$ cat src/hdl/rpfc_pkg.sv
// Shared types and constants for the RF pulse frame capture block.
`timescale 1ns / 1ps
`default_nettype none

package rpfc_pkg;

	// Field and datapath widths.
	localparam int WIDTH_W    = 16;
	localparam int IDX_W      = 6;
	localparam int LEN_W      = 7;
	localparam int RATE_W     = 30;
	localparam int TICK_W     = 17;
	localparam int PROD_W     = 37;
	localparam int QUOT_W     = 16;
	localparam int DSR_W      = RATE_W + QUOT_W;
	localparam int CFG_IDX_W  = 3;
	localparam int CFG_DATA_W = 30;
	localparam int CONST_W    = 20;

	// Arithmetic constants.
	localparam logic [CONST_W-1:0] US_PER_S     = 20'd1000000;
	localparam logic [RATE_W-1:0]  RATE_DEFAULT = 30'd1000000;
	localparam logic [WIDTH_W-1:0] WIDTH_SAT    = 16'hFFFF;

	// Register reset values.
	localparam logic [WIDTH_W-1:0] PERIOD_RST  = 16'd65535;
	localparam logic [WIDTH_W-1:0] MIN_W_RST   = 16'd80;
	localparam logic [WIDTH_W-1:0] MAX_W_RST   = 16'd60000;
	localparam logic [WIDTH_W-1:0] SYNC_W_RST  = 16'd8000;
	localparam logic [LEN_W-1:0]   MIN_LEN_RST = 7'd48;

	// Item commands.
	typedef enum logic [1:0] {
		CMD_CAPTURE = 2'd0,
		CMD_WIDTH   = 2'd1,
		CMD_FLUSH   = 2'd2
	} cmd_e_t;

	// Configuration register indexes.
	typedef enum logic [CFG_IDX_W-1:0] {
		REG_TIMER_RATE  = 3'd0,
		REG_WRAP_PERIOD = 3'd1,
		REG_MIN_WIDTH   = 3'd2,
		REG_MAX_WIDTH   = 3'd3,
		REG_SYNC_WIDTH  = 3'd4,
		REG_MIN_LEN     = 3'd5
	} reg_e_t;

	// Controller states.
	typedef enum logic [3:0] {
		ST_IDLE,
		ST_DECODE,
		ST_MUL,
		ST_DIV_GO,
		ST_DIV_WAIT,
		ST_CHECK,
		ST_RD,
		ST_LOAD,
		ST_STORE0
	} state_t;

	// Commands from the controller to the datapath.
	typedef struct packed {
		logic in_load;
		logic cap_first;
		logic cap_step;
		logic sat_load;
		logic direct_load;
		logic mul;
		logic div_start;
		logic div_load;
		logic store;
		logic clear_cnt;
		logic rd_start;
		logic rd_issue;
		logic out_load;
	} ctrl_cmd_t;

	// Status from the datapath to the controller.
	typedef struct packed {
		cmd_e_t cmd;
		logic   known_cmd;
		logic   have_prev;
		logic   cap_neg;
		logic   drop;
		logic   sync_close;
		logic   full;
		logic   emit_ok;
		logic   div_done;
		logic   rd_last;
		logic   out_free;
	} dp_stat_t;

endpackage

`default_nettype wire

$ cat src/hdl/rpfc_pulse_if.sv
// Input channel carrying capture values, direct widths and flush commands.
`timescale 1ns / 1ps
`default_nettype none

interface rpfc_pulse_if;
	logic        valid;
	logic        ready;
	logic [1:0]  cmd;
	logic [15:0] value;

	modport source (output valid, output cmd, output value, input ready);
	modport sink   (input valid, input cmd, input value, output ready);
endinterface

`default_nettype wire

$ cat src/hdl/rpfc_frame_if.sv
// Output channel carrying the widths of an emitted frame.
`timescale 1ns / 1ps
`default_nettype none

interface rpfc_frame_if;
	logic        valid;
	logic        ready;
	logic [15:0] width_us;
	logic [5:0]  pulse_index;
	logic [6:0]  frame_len;
	logic        last;

	modport source (output valid, output width_us, output pulse_index, output frame_len,
		output last, input ready);
	modport sink   (input valid, input width_us, input pulse_index, input frame_len,
		input last, output ready);
endinterface

`default_nettype wire

$ cat src/hdl/rpfc_cfg_if.sv
// Configuration write channel: register index and write data.
`timescale 1ns / 1ps
`default_nettype none

interface rpfc_cfg_if;
	logic        valid;
	logic        ready;
	logic [2:0]  index;
	logic [29:0] data;

	modport source (output valid, output index, output data, input ready);
	modport sink   (input valid, input index, input data, output ready);
endinterface

`default_nettype wire

$ cat src/hdl/rf_pulse_frame_capture.sv
// Top level of the RF pulse frame capture block.
`timescale 1ns / 1ps
`default_nettype none

// Collects on-off-keyed pulse widths into frames and emits each finished frame as a
// run of widths. Items are taken one at a time; a timer capture is converted by the
// 17-step restoring divider that turns ticks into microseconds (one trial subtraction
// per cycle, ending early on saturation), while a direct width bypasses it. A frame
// that closes is read from the frame store one width at a time, each waiting for
// a free output register, before the next item is taken. The last width of a frame
// waits in the output register while the next item is already accepted.
// Configuration writes are accepted in any cycle and must only be issued while no
// item is in work.
module rf_pulse_frame_capture #(
	parameter int FRAME_DEPTH = 64
) (
	input  wire logic clk,
	input  wire logic arst_n,
	rpfc_pulse_if.sink   pulse_in,
	rpfc_frame_if.source frame_out,
	rpfc_cfg_if.sink     cfg
);

	rpfc_pkg::ctrl_cmd_t ctrl_cmd;
	rpfc_pkg::dp_stat_t  dp_stat;
	logic                in_ready;

	assign pulse_in.ready = in_ready;
	assign cfg.ready      = 1'b1;

	rpfc_ctrl u_ctrl (
		.clk      (clk),
		.arst_n   (arst_n),
		.in_valid (pulse_in.valid),
		.in_ready (in_ready),
		.stat     (dp_stat),
		.cmd      (ctrl_cmd)
	);

	rpfc_datapath #(
		.FRAME_DEPTH (FRAME_DEPTH)
	) u_datapath (
		.clk             (clk),
		.arst_n          (arst_n),
		.cmd             (ctrl_cmd),
		.stat            (dp_stat),
		.in_cmd          (pulse_in.cmd),
		.in_value        (pulse_in.value),
		.cfg_valid       (cfg.valid),
		.cfg_index       (cfg.index),
		.cfg_data        (cfg.data),
		.out_ready       (frame_out.ready),
		.out_valid       (frame_out.valid),
		.out_width_us    (frame_out.width_us),
		.out_pulse_index (frame_out.pulse_index),
		.out_frame_len   (frame_out.frame_len),
		.out_last        (frame_out.last)
	);

endmodule

`default_nettype wire

$ cat src/hdl/rpfc_div.sv
// Iterative restoring divider for the tick to microsecond conversion.
`timescale 1ns / 1ps
`default_nettype none

module rpfc_div (
	input  wire logic                          clk,
	input  wire logic                          arst_n,
	input  wire logic                          start,
	input  wire logic [rpfc_pkg::PROD_W-1:0]   dividend,
	input  wire logic [rpfc_pkg::RATE_W-1:0]   divisor,
	output logic                               done,
	output logic                               sat,
	output logic [rpfc_pkg::QUOT_W-1:0]        quot
);

	localparam int STEP_W = $clog2(rpfc_pkg::QUOT_W + 1);
	localparam logic [STEP_W-1:0] STEP_TOP = STEP_W'(rpfc_pkg::QUOT_W);

	logic                          busy_q;
	logic                          done_q;
	logic                          sat_q;
	logic [STEP_W-1:0]             step_q;
	logic [rpfc_pkg::PROD_W-1:0]   rem_q;
	logic [rpfc_pkg::DSR_W-1:0]    dsr_q;
	logic [rpfc_pkg::QUOT_W-1:0]   quot_q;
	logic [rpfc_pkg::DSR_W-1:0]    rem_ext;
	logic [rpfc_pkg::DSR_W-1:0]    diff;
	logic                          ge;

	// One trial subtraction per cycle.
	assign rem_ext = rpfc_pkg::DSR_W'(rem_q);
	assign ge      = rem_ext >= dsr_q;
	assign diff    = rem_ext - dsr_q;

	// The first step tests the quotient against 65536 and stops early on saturation.
	always_ff @(posedge clk or negedge arst_n) begin
		if (!arst_n) begin
			busy_q <= 1'b0;
			done_q <= 1'b0;
			sat_q  <= 1'b0;
			step_q <= '0;
		end else begin
			done_q <= 1'b0;
			if (start) begin
				busy_q <= 1'b1;
				sat_q  <= 1'b0;
				step_q <= STEP_TOP;
			end else if (busy_q) begin
				step_q <= step_q - STEP_W'(1);
				if (step_q == STEP_TOP && ge) begin
					sat_q  <= 1'b1;
					busy_q <= 1'b0;
					done_q <= 1'b1;
				end else if (step_q == '0) begin
					busy_q <= 1'b0;
					done_q <= 1'b1;
				end
			end
		end
	end

	// Remainder, shifted divisor and quotient bits.
	always_ff @(posedge clk) begin
		if (start) begin
			rem_q  <= dividend;
			dsr_q  <= {divisor, rpfc_pkg::QUOT_W'(0)};
			quot_q <= '0;
		end else if (busy_q) begin
			if (ge) begin
				rem_q <= diff[rpfc_pkg::PROD_W-1:0];
			end
			dsr_q <= dsr_q >> 1;
			if (step_q != STEP_TOP) begin
				quot_q <= {quot_q[rpfc_pkg::QUOT_W-2:0], ge};
			end
		end
	end

	assign done = done_q;
	assign sat  = sat_q;
	assign quot = quot_q;

endmodule

`default_nettype wire

$ cat src/hdl/rpfc_datapath.sv
// Datapath: configuration registers, tick arithmetic, frame store and output register.
`timescale 1ns / 1ps
`default_nettype none

module rpfc_datapath #(
	parameter int FRAME_DEPTH = 64
) (
	input  wire logic                              clk,
	input  wire logic                              arst_n,
	input  wire rpfc_pkg::ctrl_cmd_t               cmd,
	output rpfc_pkg::dp_stat_t                     stat,
	input  wire logic [1:0]                        in_cmd,
	input  wire logic [rpfc_pkg::WIDTH_W-1:0]      in_value,
	input  wire logic                              cfg_valid,
	input  wire logic [rpfc_pkg::CFG_IDX_W-1:0]    cfg_index,
	input  wire logic [rpfc_pkg::CFG_DATA_W-1:0]   cfg_data,
	input  wire logic                              out_ready,
	output logic                                   out_valid,
	output logic [rpfc_pkg::WIDTH_W-1:0]           out_width_us,
	output logic [rpfc_pkg::IDX_W-1:0]             out_pulse_index,
	output logic [rpfc_pkg::LEN_W-1:0]             out_frame_len,
	output logic                                   out_last
);

	localparam int CNT_W  = $clog2(FRAME_DEPTH + 1);
	localparam int ADDR_W = $clog2(FRAME_DEPTH);
	localparam logic [CNT_W-1:0] DEPTH_CNT = CNT_W'(FRAME_DEPTH);

	// Configuration registers.
	logic [rpfc_pkg::RATE_W-1:0]  rate_q;
	logic [rpfc_pkg::WIDTH_W-1:0] period_q;
	logic [rpfc_pkg::WIDTH_W-1:0] min_w_q;
	logic [rpfc_pkg::WIDTH_W-1:0] max_w_q;
	logic [rpfc_pkg::WIDTH_W-1:0] sync_w_q;
	logic [rpfc_pkg::LEN_W-1:0]   min_len_q;

	// Item and arithmetic registers.
	logic [1:0]                   in_cmd_q;
	logic [rpfc_pkg::WIDTH_W-1:0] in_val_q;
	logic [rpfc_pkg::WIDTH_W-1:0] prev_q;
	logic                         have_prev_q;
	logic [rpfc_pkg::TICK_W-1:0]  ticks_q;
	logic [rpfc_pkg::PROD_W-1:0]  prod_q;
	logic [rpfc_pkg::WIDTH_W-1:0] w_q;

	// Frame store and readout.
	logic [rpfc_pkg::WIDTH_W-1:0] mem [FRAME_DEPTH];
	logic [CNT_W-1:0]             cnt_q;
	logic [ADDR_W-1:0]            rd_idx_q;
	logic [rpfc_pkg::WIDTH_W-1:0] rdata_q;

	// Output register.
	logic                         out_valid_q;
	logic [rpfc_pkg::WIDTH_W-1:0] ow_q;
	logic [rpfc_pkg::IDX_W-1:0]   opi_q;
	logic [rpfc_pkg::LEN_W-1:0]   ofl_q;
	logic                         olast_q;

	logic [rpfc_pkg::TICK_W:0]    tick_wrap;
	logic [rpfc_pkg::TICK_W-1:0]  tick_direct;
	logic                         cap_lt;
	logic [rpfc_pkg::RATE_W-1:0]  rate_eff;
	logic                         div_done;
	logic                         div_sat;
	logic [rpfc_pkg::QUOT_W-1:0]  div_quot;
	logic [rpfc_pkg::LEN_W-1:0]   cnt_ext;
	logic                         len_ok;
	logic                         rd_last;
	logic                         out_free;

	// Configuration writes; indexes beyond the list are ignored.
	always_ff @(posedge clk or negedge arst_n) begin
		if (!arst_n) begin
			rate_q    <= rpfc_pkg::RATE_DEFAULT;
			period_q  <= rpfc_pkg::PERIOD_RST;
			min_w_q   <= rpfc_pkg::MIN_W_RST;
			max_w_q   <= rpfc_pkg::MAX_W_RST;
			sync_w_q  <= rpfc_pkg::SYNC_W_RST;
			min_len_q <= rpfc_pkg::MIN_LEN_RST;
		end else if (cfg_valid) begin
			unique case (rpfc_pkg::reg_e_t'(cfg_index))
				rpfc_pkg::REG_TIMER_RATE:  rate_q    <= cfg_data;
				rpfc_pkg::REG_WRAP_PERIOD: period_q  <= cfg_data[rpfc_pkg::WIDTH_W-1:0];
				rpfc_pkg::REG_MIN_WIDTH:   min_w_q   <= cfg_data[rpfc_pkg::WIDTH_W-1:0];
				rpfc_pkg::REG_MAX_WIDTH:   max_w_q   <= cfg_data[rpfc_pkg::WIDTH_W-1:0];
				rpfc_pkg::REG_SYNC_WIDTH:  sync_w_q  <= cfg_data[rpfc_pkg::WIDTH_W-1:0];
				rpfc_pkg::REG_MIN_LEN:     min_len_q <= cfg_data[rpfc_pkg::LEN_W-1:0];
				default: ;
			endcase
		end
	end

	// Tick distance; a wrapped sum below zero saturates the width.
	assign cap_lt      = in_val_q < prev_q;
	assign tick_direct = {1'b0, in_val_q} - {1'b0, prev_q};
	assign tick_wrap   = {2'b00, period_q} + (rpfc_pkg::TICK_W + 1)'(1)
		+ {2'b00, in_val_q} - {2'b00, prev_q};

	// A zero tick rate stands for the default rate.
	assign rate_eff = (rate_q == '0) ? rpfc_pkg::RATE_DEFAULT : rate_q;

	// Item capture, capture history and width register.
	always_ff @(posedge clk or negedge arst_n) begin
		if (!arst_n) begin
			prev_q      <= '0;
			have_prev_q <= 1'b0;
		end else begin
			if (cmd.cap_first || cmd.cap_step) begin
				prev_q <= in_val_q;
			end
			if (cmd.cap_first) begin
				have_prev_q <= 1'b1;
			end
		end
	end

	always_ff @(posedge clk) begin
		if (cmd.in_load) begin
			in_cmd_q <= in_cmd;
			in_val_q <= in_value;
		end
		if (cmd.cap_step) begin
			ticks_q <= cap_lt ? tick_wrap[rpfc_pkg::TICK_W-1:0] : tick_direct;
		end
		if (cmd.mul) begin
			prod_q <= rpfc_pkg::PROD_W'(ticks_q) * rpfc_pkg::PROD_W'(rpfc_pkg::US_PER_S);
		end
		if (cmd.sat_load) begin
			w_q <= rpfc_pkg::WIDTH_SAT;
		end else if (cmd.direct_load) begin
			w_q <= in_val_q;
		end else if (cmd.div_load) begin
			w_q <= div_sat ? rpfc_pkg::WIDTH_SAT : div_quot;
		end
	end

	rpfc_div u_div (
		.clk      (clk),
		.arst_n   (arst_n),
		.start    (cmd.div_start),
		.dividend (prod_q),
		.divisor  (rate_eff),
		.done     (div_done),
		.sat      (div_sat),
		.quot     (div_quot)
	);

	// Fill count and readout index.
	always_ff @(posedge clk or negedge arst_n) begin
		if (!arst_n) begin
			cnt_q    <= '0;
			rd_idx_q <= '0;
		end else begin
			if (cmd.clear_cnt) begin
				cnt_q <= '0;
			end else if (cmd.store) begin
				cnt_q <= cnt_q + CNT_W'(1);
			end
			if (cmd.rd_start) begin
				rd_idx_q <= '0;
			end else if (cmd.out_load) begin
				rd_idx_q <= rd_idx_q + ADDR_W'(1);
			end
		end
	end

	// Frame store: one write port, one registered read port.
	always_ff @(posedge clk) begin
		if (cmd.store) begin
			mem[cnt_q[ADDR_W-1:0]] <= w_q;
		end
	end

	always_ff @(posedge clk) begin
		if (cmd.rd_issue) begin
			rdata_q <= mem[rd_idx_q];
		end
	end

	// Output register, refilled while the previous item is taken.
	assign out_free = !out_valid_q || out_ready;
	assign rd_last  = (CNT_W'(rd_idx_q) + CNT_W'(1)) == cnt_q;

	always_ff @(posedge clk or negedge arst_n) begin
		if (!arst_n) begin
			out_valid_q <= 1'b0;
		end else if (cmd.out_load) begin
			out_valid_q <= 1'b1;
		end else if (out_ready) begin
			out_valid_q <= 1'b0;
		end
	end

	always_ff @(posedge clk) begin
		if (cmd.out_load) begin
			ow_q    <= rdata_q;
			opi_q   <= rpfc_pkg::IDX_W'(rd_idx_q);
			ofl_q   <= rpfc_pkg::LEN_W'(cnt_q);
			olast_q <= rd_last;
		end
	end

	assign out_valid       = out_valid_q;
	assign out_width_us    = ow_q;
	assign out_pulse_index = opi_q;
	assign out_frame_len   = ofl_q;
	assign out_last        = olast_q;

	// Status for the controller.
	assign cnt_ext = rpfc_pkg::LEN_W'(cnt_q);
	assign len_ok  = cnt_ext >= min_len_q;

	always_comb begin
		stat            = '0;
		stat.cmd        = rpfc_pkg::cmd_e_t'(in_cmd_q);
		stat.known_cmd  = in_cmd_q == rpfc_pkg::CMD_CAPTURE || in_cmd_q == rpfc_pkg::CMD_WIDTH
			|| in_cmd_q == rpfc_pkg::CMD_FLUSH;
		stat.have_prev  = have_prev_q;
		stat.cap_neg    = cap_lt && tick_wrap[rpfc_pkg::TICK_W];
		stat.drop       = (w_q == '0) || (w_q < min_w_q) || (w_q > max_w_q);
		stat.sync_close = (w_q > sync_w_q) && len_ok;
		stat.full       = cnt_q == DEPTH_CNT;
		stat.emit_ok    = (cnt_q != '0) && len_ok;
		stat.div_done   = div_done;
		stat.rd_last    = rd_last;
		stat.out_free   = out_free;
	end

	// A result is never written over one that waits to be taken.
	a_no_overwrite: assert property (@(posedge clk) disable iff (!arst_n)
		cmd.out_load |-> out_free)
		else $error("output register loaded while holding an untaken item");

	// The store is never written past its depth.
	a_store_room: assert property (@(posedge clk) disable iff (!arst_n)
		cmd.store |-> (cnt_q < DEPTH_CNT || cmd.clear_cnt))
		else $error("width stored into a full frame");

	// Readout only runs on a frame that holds widths.
	a_read_nonempty: assert property (@(posedge clk) disable iff (!arst_n)
		cmd.out_load |-> (cnt_q != '0 && CNT_W'(rd_idx_q) < cnt_q))
		else $error("readout index beyond the stored frame");

endmodule

`default_nettype wire

$ cat src/hdl/rpfc_ctrl.sv
// Controller state machine: sequences item decode, conversion, storage and frame readout.
`timescale 1ns / 1ps
`default_nettype none

module rpfc_ctrl (
	input  wire logic                  clk,
	input  wire logic                  arst_n,
	input  wire logic                  in_valid,
	output logic                       in_ready,
	input  wire rpfc_pkg::dp_stat_t    stat,
	output rpfc_pkg::ctrl_cmd_t        cmd
);

	rpfc_pkg::state_t state_q;
	rpfc_pkg::state_t state_nxt;
	logic             pend_q;
	logic             pend_set;
	logic             pend_val;

	// State register and the flag for a width that waits until readout ends.
	always_ff @(posedge clk or negedge arst_n) begin
		if (!arst_n) begin
			state_q <= rpfc_pkg::ST_IDLE;
			pend_q  <= 1'b0;
		end else begin
			state_q <= state_nxt;
			if (pend_set) begin
				pend_q <= pend_val;
			end else if (state_q == rpfc_pkg::ST_STORE0) begin
				pend_q <= 1'b0;
			end
		end
	end

	// Next state.
	always_comb begin
		state_nxt = state_q;
		unique case (state_q)
			rpfc_pkg::ST_IDLE: begin
				if (in_valid) state_nxt = rpfc_pkg::ST_DECODE;
			end
			rpfc_pkg::ST_DECODE: begin
				state_nxt = rpfc_pkg::ST_IDLE;
				if (stat.known_cmd) begin
					unique case (stat.cmd)
						rpfc_pkg::CMD_CAPTURE: begin
							if (stat.have_prev) begin
								state_nxt = stat.cap_neg ? rpfc_pkg::ST_CHECK : rpfc_pkg::ST_MUL;
							end
						end
						rpfc_pkg::CMD_WIDTH: state_nxt = rpfc_pkg::ST_CHECK;
						rpfc_pkg::CMD_FLUSH: begin
							if (stat.emit_ok) state_nxt = rpfc_pkg::ST_RD;
						end
						default: state_nxt = rpfc_pkg::ST_IDLE;
					endcase
				end
			end
			rpfc_pkg::ST_MUL:    state_nxt = rpfc_pkg::ST_DIV_GO;
			rpfc_pkg::ST_DIV_GO: state_nxt = rpfc_pkg::ST_DIV_WAIT;
			rpfc_pkg::ST_DIV_WAIT: begin
				if (stat.div_done) state_nxt = rpfc_pkg::ST_CHECK;
			end
			rpfc_pkg::ST_CHECK: begin
				if (stat.drop) begin
					state_nxt = rpfc_pkg::ST_IDLE;
				end else if (stat.sync_close && stat.emit_ok) begin
					state_nxt = rpfc_pkg::ST_RD;
				end else if (!stat.full) begin
					state_nxt = rpfc_pkg::ST_IDLE;
				end else begin
					state_nxt = stat.emit_ok ? rpfc_pkg::ST_RD : rpfc_pkg::ST_IDLE;
				end
			end
			rpfc_pkg::ST_RD: state_nxt = rpfc_pkg::ST_LOAD;
			rpfc_pkg::ST_LOAD: begin
				if (stat.out_free) begin
					if (!stat.rd_last) begin
						state_nxt = rpfc_pkg::ST_RD;
					end else begin
						state_nxt = pend_q ? rpfc_pkg::ST_STORE0 : rpfc_pkg::ST_IDLE;
					end
				end
			end
			rpfc_pkg::ST_STORE0: state_nxt = rpfc_pkg::ST_IDLE;
			default: state_nxt = rpfc_pkg::ST_IDLE;
		endcase
	end

	// Commands to the datapath.
	always_comb begin
		cmd      = '0;
		in_ready = 1'b0;
		pend_set = 1'b0;
		pend_val = 1'b0;
		unique case (state_q)
			rpfc_pkg::ST_IDLE: begin
				in_ready    = 1'b1;
				cmd.in_load = in_valid;
			end
			rpfc_pkg::ST_DECODE: begin
				if (stat.known_cmd) begin
					unique case (stat.cmd)
						rpfc_pkg::CMD_CAPTURE: begin
							if (!stat.have_prev) begin
								cmd.cap_first = 1'b1;
							end else begin
								cmd.cap_step = 1'b1;
								cmd.sat_load = stat.cap_neg;
							end
						end
						rpfc_pkg::CMD_WIDTH: cmd.direct_load = 1'b1;
						rpfc_pkg::CMD_FLUSH: begin
							if (stat.emit_ok) begin
								cmd.rd_start = 1'b1;
								pend_set     = 1'b1;
							end else begin
								cmd.clear_cnt = 1'b1;
							end
						end
						default: ;
					endcase
				end
			end
			rpfc_pkg::ST_MUL:    cmd.mul = 1'b1;
			rpfc_pkg::ST_DIV_GO: cmd.div_start = 1'b1;
			rpfc_pkg::ST_DIV_WAIT: begin
				cmd.div_load = stat.div_done;
			end
			rpfc_pkg::ST_CHECK: begin
				if (stat.drop) begin
					cmd = '0;
				end else if (stat.sync_close && stat.emit_ok) begin
					cmd.rd_start = 1'b1;
					pend_set     = 1'b1;
					pend_val     = 1'b1;
				end else if (!stat.full) begin
					cmd.store = 1'b1;
				end else if (stat.emit_ok) begin
					cmd.rd_start = 1'b1;
					pend_set     = 1'b1;
				end else begin
					cmd.clear_cnt = 1'b1;
				end
			end
			rpfc_pkg::ST_RD: cmd.rd_issue = 1'b1;
			rpfc_pkg::ST_LOAD: begin
				if (stat.out_free) begin
					cmd.out_load  = 1'b1;
					cmd.clear_cnt = stat.rd_last;
				end
			end
			rpfc_pkg::ST_STORE0: cmd.store = 1'b1;
			default: ;
		endcase
	end

	// An accepted item is decoded in the next cycle.
	a_accept_decode: assert property (@(posedge clk) disable iff (!arst_n)
		(in_valid && in_ready) |=> state_q == rpfc_pkg::ST_DECODE)
		else $error("accepted item not decoded");

	// A held width only exists while a frame is read out.
	a_pend_busy: assert property (@(posedge clk) disable iff (!arst_n)
		pend_q |-> (state_q == rpfc_pkg::ST_RD || state_q == rpfc_pkg::ST_LOAD
			|| state_q == rpfc_pkg::ST_STORE0))
		else $error("held width outside a frame readout");

	// The divider finishes only while the controller waits for it.
	a_div_wait: assert property (@(posedge clk) disable iff (!arst_n)
		stat.div_done |-> state_q == rpfc_pkg::ST_DIV_WAIT)
		else $error("divider result arrived outside the wait state");

endmodule

`default_nettype wire

$ cat src/flat_wrapper.sv
// flat-port wrapper written by rule: the top's interface ports become plain ports
module rf_pulse_frame_capture_flat 
#(
	parameter int FRAME_DEPTH = 64
)
  (clk, arst_n, pulse_in_valid, pulse_in_cmd, pulse_in_value, pulse_in_ready, frame_out_valid, frame_out_width_us, frame_out_pulse_index, frame_out_frame_len, frame_out_last, frame_out_ready, cfg_valid, cfg_index, cfg_data, cfg_ready);
  rpfc_pulse_if pulse_in_i ();
  rpfc_frame_if frame_out_i ();
  rpfc_cfg_if cfg_i ();
  input  wire logic clk;
  input  wire logic arst_n;
  input wire logic [$bits(pulse_in_i.valid)-1:0] pulse_in_valid;
  input wire logic [$bits(pulse_in_i.cmd)-1:0] pulse_in_cmd;
  input wire logic [$bits(pulse_in_i.value)-1:0] pulse_in_value;
  output wire logic [$bits(pulse_in_i.ready)-1:0] pulse_in_ready;
  output wire logic [$bits(frame_out_i.valid)-1:0] frame_out_valid;
  output wire logic [$bits(frame_out_i.width_us)-1:0] frame_out_width_us;
  output wire logic [$bits(frame_out_i.pulse_index)-1:0] frame_out_pulse_index;
  output wire logic [$bits(frame_out_i.frame_len)-1:0] frame_out_frame_len;
  output wire logic [$bits(frame_out_i.last)-1:0] frame_out_last;
  input wire logic [$bits(frame_out_i.ready)-1:0] frame_out_ready;
  input wire logic [$bits(cfg_i.valid)-1:0] cfg_valid;
  input wire logic [$bits(cfg_i.index)-1:0] cfg_index;
  input wire logic [$bits(cfg_i.data)-1:0] cfg_data;
  output wire logic [$bits(cfg_i.ready)-1:0] cfg_ready;
  assign pulse_in_i.valid = pulse_in_valid;
  assign pulse_in_i.cmd = pulse_in_cmd;
  assign pulse_in_i.value = pulse_in_value;
  assign pulse_in_ready = pulse_in_i.ready;
  assign frame_out_valid = frame_out_i.valid;
  assign frame_out_width_us = frame_out_i.width_us;
  assign frame_out_pulse_index = frame_out_i.pulse_index;
  assign frame_out_frame_len = frame_out_i.frame_len;
  assign frame_out_last = frame_out_i.last;
  assign frame_out_i.ready = frame_out_ready;
  assign cfg_i.valid = cfg_valid;
  assign cfg_i.index = cfg_index;
  assign cfg_i.data = cfg_data;
  assign cfg_ready = cfg_i.ready;
  rf_pulse_frame_capture #(.FRAME_DEPTH(FRAME_DEPTH)) u_core (.clk(clk), .arst_n(arst_n), .pulse_in(pulse_in_i), .frame_out(frame_out_i), .cfg(cfg_i));
endmodule
$ cat config.mk
export PLATFORM = sky130hd
export DESIGN_NAME = rf_pulse_frame_capture_flat
export DESIGN_NICKNAME = d
export VERILOG_FILES = /design/src/hdl/rpfc_pkg.sv /design/src/hdl/rpfc_pulse_if.sv /design/src/hdl/rpfc_frame_if.sv /design/src/hdl/rpfc_cfg_if.sv /design/src/hdl/rf_pulse_frame_capture.sv /design/src/hdl/rpfc_div.sv /design/src/hdl/rpfc_datapath.sv /design/src/hdl/rpfc_ctrl.sv /design/src/flat_wrapper.sv
export SDC_FILE = /design/constraint.sdc
export NUM_CORES = 2
export LEC_CHECK = 0
export BUFFER_PORTS_ARGS = -buffer_cell sky130_fd_sc_hd__buf_2
export CORE_ASPECT_RATIO = 1.25
export CORE_MARGIN = 5
export CORE_UTILIZATION = 45
export DETAILED_ROUTE_END_ITERATION = 12
export SYNTH_ARGS = -nofsm -noshare
export SYNTH_HDL_FRONTEND = slang
export SYNTH_SLANG_ARGS = --single-unit
export TNS_END_PERCENT = 20
$ cat constraint.sdc
create_clock -name clk -period 6.1 [get_ports clk]
set_clock_uncertainty 0.05 [all_clocks]
set_input_delay 0.305 -clock clk [delete_from_list [all_inputs] [get_ports clk]]
set_output_delay 0.305 -clock clk [all_outputs]
set_load 0.02 [all_outputs]
== Word level (Yosys, flattened, before mapping) ==
Memories as Yosys holds them, arrays and structs flattened. A register that Yosys moved wholly into a read port is not among the register bits.
Index checks and enable logic that the tools add are counted.

* Magnitude comparators: 6
* Add/subtract/negate cells: 9
* Muxes and demuxes: 83
* Eq/ne operators: 22
* $mul: 1
* Reductions and logical operators: 37

{| class="wikitable"
|+ Operators by type and width
! operator !! number
|-
| $mux 37 || 3
|-
| $mux 46 || 2
|-
| $mux 16 || 3
|-
| $ge 37x46->1 || 1
|-
| $mux 1 || 40
|-
| $sub 37x37->37 || 1
|-
| $gt 16x16->1 || 2
|-
| $lt 16x16->1 || 2
|-
| $mux 4 || 8
|-
| $pmux 4 s8 || 1
|-
| $mul 17x14->31 const B || 1
|-
| $logic_not 30->1 || 1
|-
| $mux 30 || 1
|-
| $mux 3 || 8
|-
| $add 17x16->18 || 1
|-
| $reduce_and 2->1 || 9
|-
| $sub 18x16->18 || 1
|-
| $add 16x1->17 const B || 1
|-
| $mux 17 || 1
|-
| $sub 16x16->17 || 1
|-
| $eq 4x3->1 const B || 4
|-
| $logic_not 16->1 || 1
|-
| $reduce_bool 2->1 || 8
|-
| $mux 7 || 2
|-
| 33 further kinds || 55
|}

* Bits of input ports: 56
* Memories kept: 1
* Register bits: 356
* Output and inout bits: 33
* Word-level logic and storage cells: 190
* RAM bits: 1024

{| class="wikitable"
|+ Memory list
! name !! words !! width !! rd ports !! clocked after memory_dff !! wr ports !! line !! RTL
|-
| u_core.u_datapath.mem || 64 || 16 || 1 || 1 || 1 || rpfc_datapath.sv:47 || <nowiki>logic [rpfc_pkg::WIDTH_W-1:0] mem [FRAME_DEPTH];</nowiki>
|}

== Longest topological paths before layout ==
* Word-level depth: 9
* Depth in mapped cells: 20
* Mapped depth without buffers: 20

== Hierarchy ==
From an unflattened synthesis, not the netlist that was laid out.

* Cells, all modules: 4397
* Area total of the unflattened synthesis: 63880.0 um^2

{| class="wikitable"
|+ By module, submodules not included
! module !! area an instance (um^2) !! cells each !! sequential area each (um^2) !! instances
|-
| rpfc_datapath || 56684.4 || 3580 || 37786.2 || 1
|-
| rpfc_div || 6631.4 || 745 || 2852.7 || 1
|-
| rpfc_ctrl || 553.0 || 70 || 125.1 || 1
|-
| rf_pulse_frame_capture || 11.3 || 2 || 0.0 || 1
|}

== Least setup slack after synthesis ==
Ideal clock, no wire load.

* Path kind: register to register
* Start point: register u_core.u_datapath.ticks_q[2] (netlist name)
* End point: register u_core.u_datapath.prod_q[30] (netlist name), data pin
* Arrival time: 5.380 ns
* Stages on the path, launching flop included: 20
* Setup slack: 0.412 ns
* Period minus slack after synthesis: 5.688 ns
* Library setup time: 0.258 ns
* Cell sequence: edfxtp_1 > inv_1 > fa_1 > inv_1 > fa_1 > fa_1 > fa_1 > ha_1 > inv_1 > fa_1 > inv_1 > ha_1 > a211o_1 > a211o_1 > or3b_2 > a41o_1 > nand3_1 > nand2_1 > a21oi_1 > xnor2_1

* Longest elaborated chain between the ends: 1

{| class="wikitable"
|+ RTL lines
! item !! line !! RTL
|-
| start: declaration || rpfc_datapath.sv:42 || <nowiki>logic [rpfc_pkg::TICK_W-1:0] ticks_q;</nowiki>
|-
| start signal: assignment || rpfc_datapath.sv:123 || <nowiki>ticks_q <= cap_lt ? tick_wrap[rpfc_pkg::TICK_W-1:0] : tick_direct;</nowiki>
|-
| $mul 17x14->31 || rpfc_datapath.sv:126 || <nowiki>prod_q <= rpfc_pkg::PROD_W'(ticks_q) * rpfc_pkg::PROD_W'(rpfc_pkg::US_PER_S);</nowiki>
|-
| end signal: assignment || rpfc_datapath.sv:126 ||
|-
| end: declaration || rpfc_datapath.sv:43 || <nowiki>logic [rpfc_pkg::PROD_W-1:0] prod_q;</nowiki>
|}

Every way passes these cells.
A chain may end at the register's enable or synchronous reset.

== Final worst setup path ==
* Start point: register u_core.u_datapath.ticks_q[3] (netlist name)
* End point: register u_core.u_datapath.prod_q[30] (netlist name), data pin

Same word-level chain as after synthesis.

==> results by group <==
Power and ir drop
  – Logic pwr share: 45.9%
  – Psw: ~16 mW
  – Maximum vdd drop: 1.49 mV
  – Pwr Total: 42.2 mW
  – Leak: 25.4 nW
  – Sw Ratio: 37.6%
  – Pwr Density: 596 mW/mm²
  – Clock network power share: 20.5%
  – Sequential Power Share: 33.7%
  – Power Internal: 26.3 mW

Finish
  – Layout cells sized above 1: a little over a fifth
  – Final Util: 51.4%
  – Nets: 4,441
  – Layout area overhead: 13.3%

Critical path
  – Worst R2R Start: u_core.u_datapath.ticks_q[3]
  – Instance count on the critical path: 19
  – Worst Path Buf+Inv: 4
  – Worst Path Required: between 6 and 7 ns
  – Crit path arrival time: 6.32 ns
  – Worst Reg-to-Reg Cells: 19
  – Slowest cell on crit path: fa_1
  – Worst setup path startpoint: u_core.u_datapath.ticks_q[3]
  – Critical Path Most Common Cell: fa_1
  – Crit. End Element: register
  – Crit path max fanout: 3
  – CP Class: reg2reg
  – Max stage delay on crit path: ~0.55 ns
  – Cells along the critical path: inv_1, fa_1, inv_1, fa_1, fa_1, fa_1, ha_1, inv_1, fa_1, inv_1, ha_1, a211o_1, a211o_1, or3b_2, a41o_1, nand3_1, nand2_1, a21oi_1, xnor2_1
  – Startpoint types: register
  – Top delay family on crit path: adder cells

Synthesis
  – Area leader, netlist: edfxtp_1
  – Top post-synthesis cells by area: edfxtp_1 (58%), mux4_2 (12%), ha_1 (4.7%)
  – Synth Instances: 3,831
  – FF+latch count, synth: 1,396
  – Yosys warns: 0
  – Avg Cell Area, Syn: 16.3 µm²
  – Ys async rst share: 10.4%
  – Mapped Nets: ~4,200
  – Post-synth design cell area: 0.0624 mm²
  – Register area share after synthesis: 65.3%
  – Synth unique cells: 79
  – Synth top area share: 57.9%
  – Primary FF master, synth: edfxtp_1
  – EDFF count, synth: 1,203

STA
  – Peak Freq: between 0.15 and 0.2 GHz
  – Slew Limit Fails: 0
  – Slew margin rel.: between 15 and 20%
  – Fin worst setup slack: around 0.25 ns
  – Final Hold Vio Count: 0
  – Final setup vio count: 0
  – Sum Neg Setup Slack: 0 ns
  – Worst slew pin tran: 1.22 ns
  – Final min period: around 6 ns
  – Setup repair after global routing missed its margin: yes
  – Period utilization: 95.8%

Floorplanning
  – Die area: 0.146 mm²
  – Initial Utilization: 45.3%
  – Core area: around 0.14 mm²
  – IO Count: 89
  – Chip width: between 300 and 400 µm
  – Die Y: between 400 and 500 µm
  – Cell row count: 152

Clock tree
  – CTS H-tree lvls: 4
  – TritonCTS clock tree: done
  – CTS root buf: clkbuf_16
  – CTS Buf Count: 141
  – Clock Latency Late Sink: between 0.7 and 0.8 ns
  – Clock net sink count: roughly 1,400
  – Worst-case clock buffer depth: 3
  – Reg clk slew, reported paths: 0.06 ns
  – Postcts setup bufs: 0

GRT
  – Initial antenna violation count: 1
  – Pin count of the biggest net entering global routing: 115
  – Number of global-route vias before repair: ~35,000
  – All-Layer GR Usage: 20.7%
  – GRT Residual Overflow: 0
  – First-pass GRT wire length: 225,000 µm

Detailed routing
  – TritonRoute pass-1 iters: 5
  – Via count: 33,389
  – Detail Route Antenna Nets: 0
  – Wire per inst: 24.7 µm
  – Via-to-Cell Ratio: 5.54
  – Post-Route WL: ~150,000 µm
  – DR iter-0 viols: 2,529
  – DRC: 0

Placement
  – Port Buffer Count: 87
  – Post-DP HPWL: 99,900 µm
  – GPL Wtd Cong: approximately 0.89
  – Setup slack at placement: 0.231 ns

Hold path
  – Hold crit path type: in2async

Job
  – Max-Cap Viols: 0

Outcome
  – Status: finished clean
-- cell usage after synthesis (all sizes together) (10+ instances only) --
| cell | count |
|---|---|
| mux2i | 21 |
| fa | 78 |
| nand3 | 45 |
| o31ai | 21 |
| dfstp | 40 |
| o21ai | 141 |
| a21oi | 139 |
| inv | 295 |
| buf | 47 |
| a21o | 67 |
| xor2 | 36 |
| edfxtp | 1203 |
| nor4 | 19 |
| mux2 | 59 |
| clkbuf | 106 |
| and3 | 20 |
| dfxtp | 48 |
| nand2b | 23 |
| nand2 | 246 |
| nor2b | 16 |
| xnor2 | 63 |
| nand4 | 31 |
| a31oi | 10 |
| nor3 | 26 |
| mux4 | 336 |
| nor2 | 208 |
| ha | 236 |
| dfrtp | 105 |
-- area by class of cell --
type,count,area [µm²]
timing repair buffer,250,1870
clock buffer,177,3770
inverter,296,1110
antenna,1,2.50
clock inverter,78,852
fill,11434,67000
sequential,1396,40800
tap,1848,2310
multi-input combinational,1986,20000
-- state kept, by name, summed over array words and instances, names as in the netlist, 16 cells and up --
register and flops:
u_core.u_datapath.ticks_q 17, u_core.u_datapath.u_div.dsr_q 46, u_core.u_datapath.rate_q 30, u_core.u_datapath.u_div.rem_q 37, u_core.u_datapath.max_w_q 16, u_core.u_datapath.period_q 16
u_core.u_datapath.rdata_q 16, u_core.u_datapath.out_width_us 16, u_core.u_datapath.mem 1024, u_core.u_datapath.prev_q 16, u_core.u_datapath.u_div.quot 16, u_core.u_datapath.w_q 16
u_core.u_datapath.in_val_q 16, u_core.u_datapath.min_w_q 16, u_core.u_datapath.prod_q 31, u_core.u_datapath.sync_w_q 16
-- cells in the final DEF, fill, tap and decap left out, types with 31 or more instances in the layout --
cell type         n
a21o_1           67
xor2_1           36
inv_1           295
dfxtp_1          32
xnor2_1          63
dlygate4sd3_1    50
dfstp_2          40
nor2_1          208
edfxtp_1       1203
clkbuf_16       142
buf_2            86
ha_1            236
mux4_2          336
mux2_2           59
fa_1             78
dfrtp_1         100
a21oi_1         137
nand2_1         246
nand3_1          41
buf_4           107
nand4_1          31
o21ai_0         137
-- metal layers --
layer	global-route usage, %	wire length [µm]	share of wire (%)	up-vias
li1	-	-	-	15137
met3	2.96	5960	4.0	235
met5	0	0	0	-
met1	26.1	59300	40	17274
met4	6.61	4600	3.1	0
met2	37.2	79300	53	743
-- repair_timing --
item | CTS | global route
resized for setup | 0 | 1
endpoints found under the hold margin | 202 | 0
endpoints found under the setup margin | 0 | 4
hold buffers | 50 | 0
-- power groups by stage --
stage	combinational [mW]	clock (mW)	sequential, mW
after floorplan	14.4	0	14.0
after global placement	19.4	0	14.4
after detailed placement	19.6	0	14.4
after CTS	19.7	8.84	14.2
after global routing	21.7	9.24	14.3
final	19.3	8.63	14.2
-- kinds of logic (layout without fill, tap and decap cells) --
group / Yosys count / in the layout / synth area share, %
compound gates: 477 / 477 / 4.84
buf+inv: 449 / 801 / 2.79
other cells: 1 / 2 / 0.00601
flops: 1396 / 1396 / 65.3
simple gates: 679 / 679 / 4.94
xor+xnor: 99 / 99 / 1.39
fa+ha+maj: 314 / 314 / 7.23
mux: 416 / 416 / 13.5
-- stage by stage --
stage / hold slack, ns / instances / cell area [µm²]
4_1_cts: 0.0486 / 6031 / 70700
3_5_place_dp: 0.355 / 5726 / 65600
3_3_place_gp: 0.353 / 5726 / 65600
5_1_grt: 0.130 / 6031 / 70700
6_report: 0.100 / 6032 / 70700
2_1_floorplan: -0.0406 / 3831 / 62400
-- worst reg2reg max path: cells and delay by family, from the launching register on --
family | cells | cell delay, ns
AOI/OAI and AO/OA | 4 | 1.05
xor gates and xnor gates | 1 | 0.08
adders and majority gates | 7 | 3.18
buffers and inverters | 4 | 0.26
DFF | 1 | 0.36
and+or+nand+nor | 3 | 0.61
-- worst paths after layout --
kind | to | slack, ns
setup / recovery | u_core.u_datapath.prod_q[30] | 0.25
min in group clk | u_core.u_ctrl.state_q[0] | 0.13
hold reg to reg | u_core.u_datapath.out_width_us[8] | 0.37
hold / removal | u_core.u_datapath.rate_q[29] | 0.10
max in group asynchronous | u_core.u_datapath.rd_idx_q[0] | 4.64
setup reg to reg | u_core.u_datapath.prod_q[30] | 0.25
(Power assumes the default switching activity.)
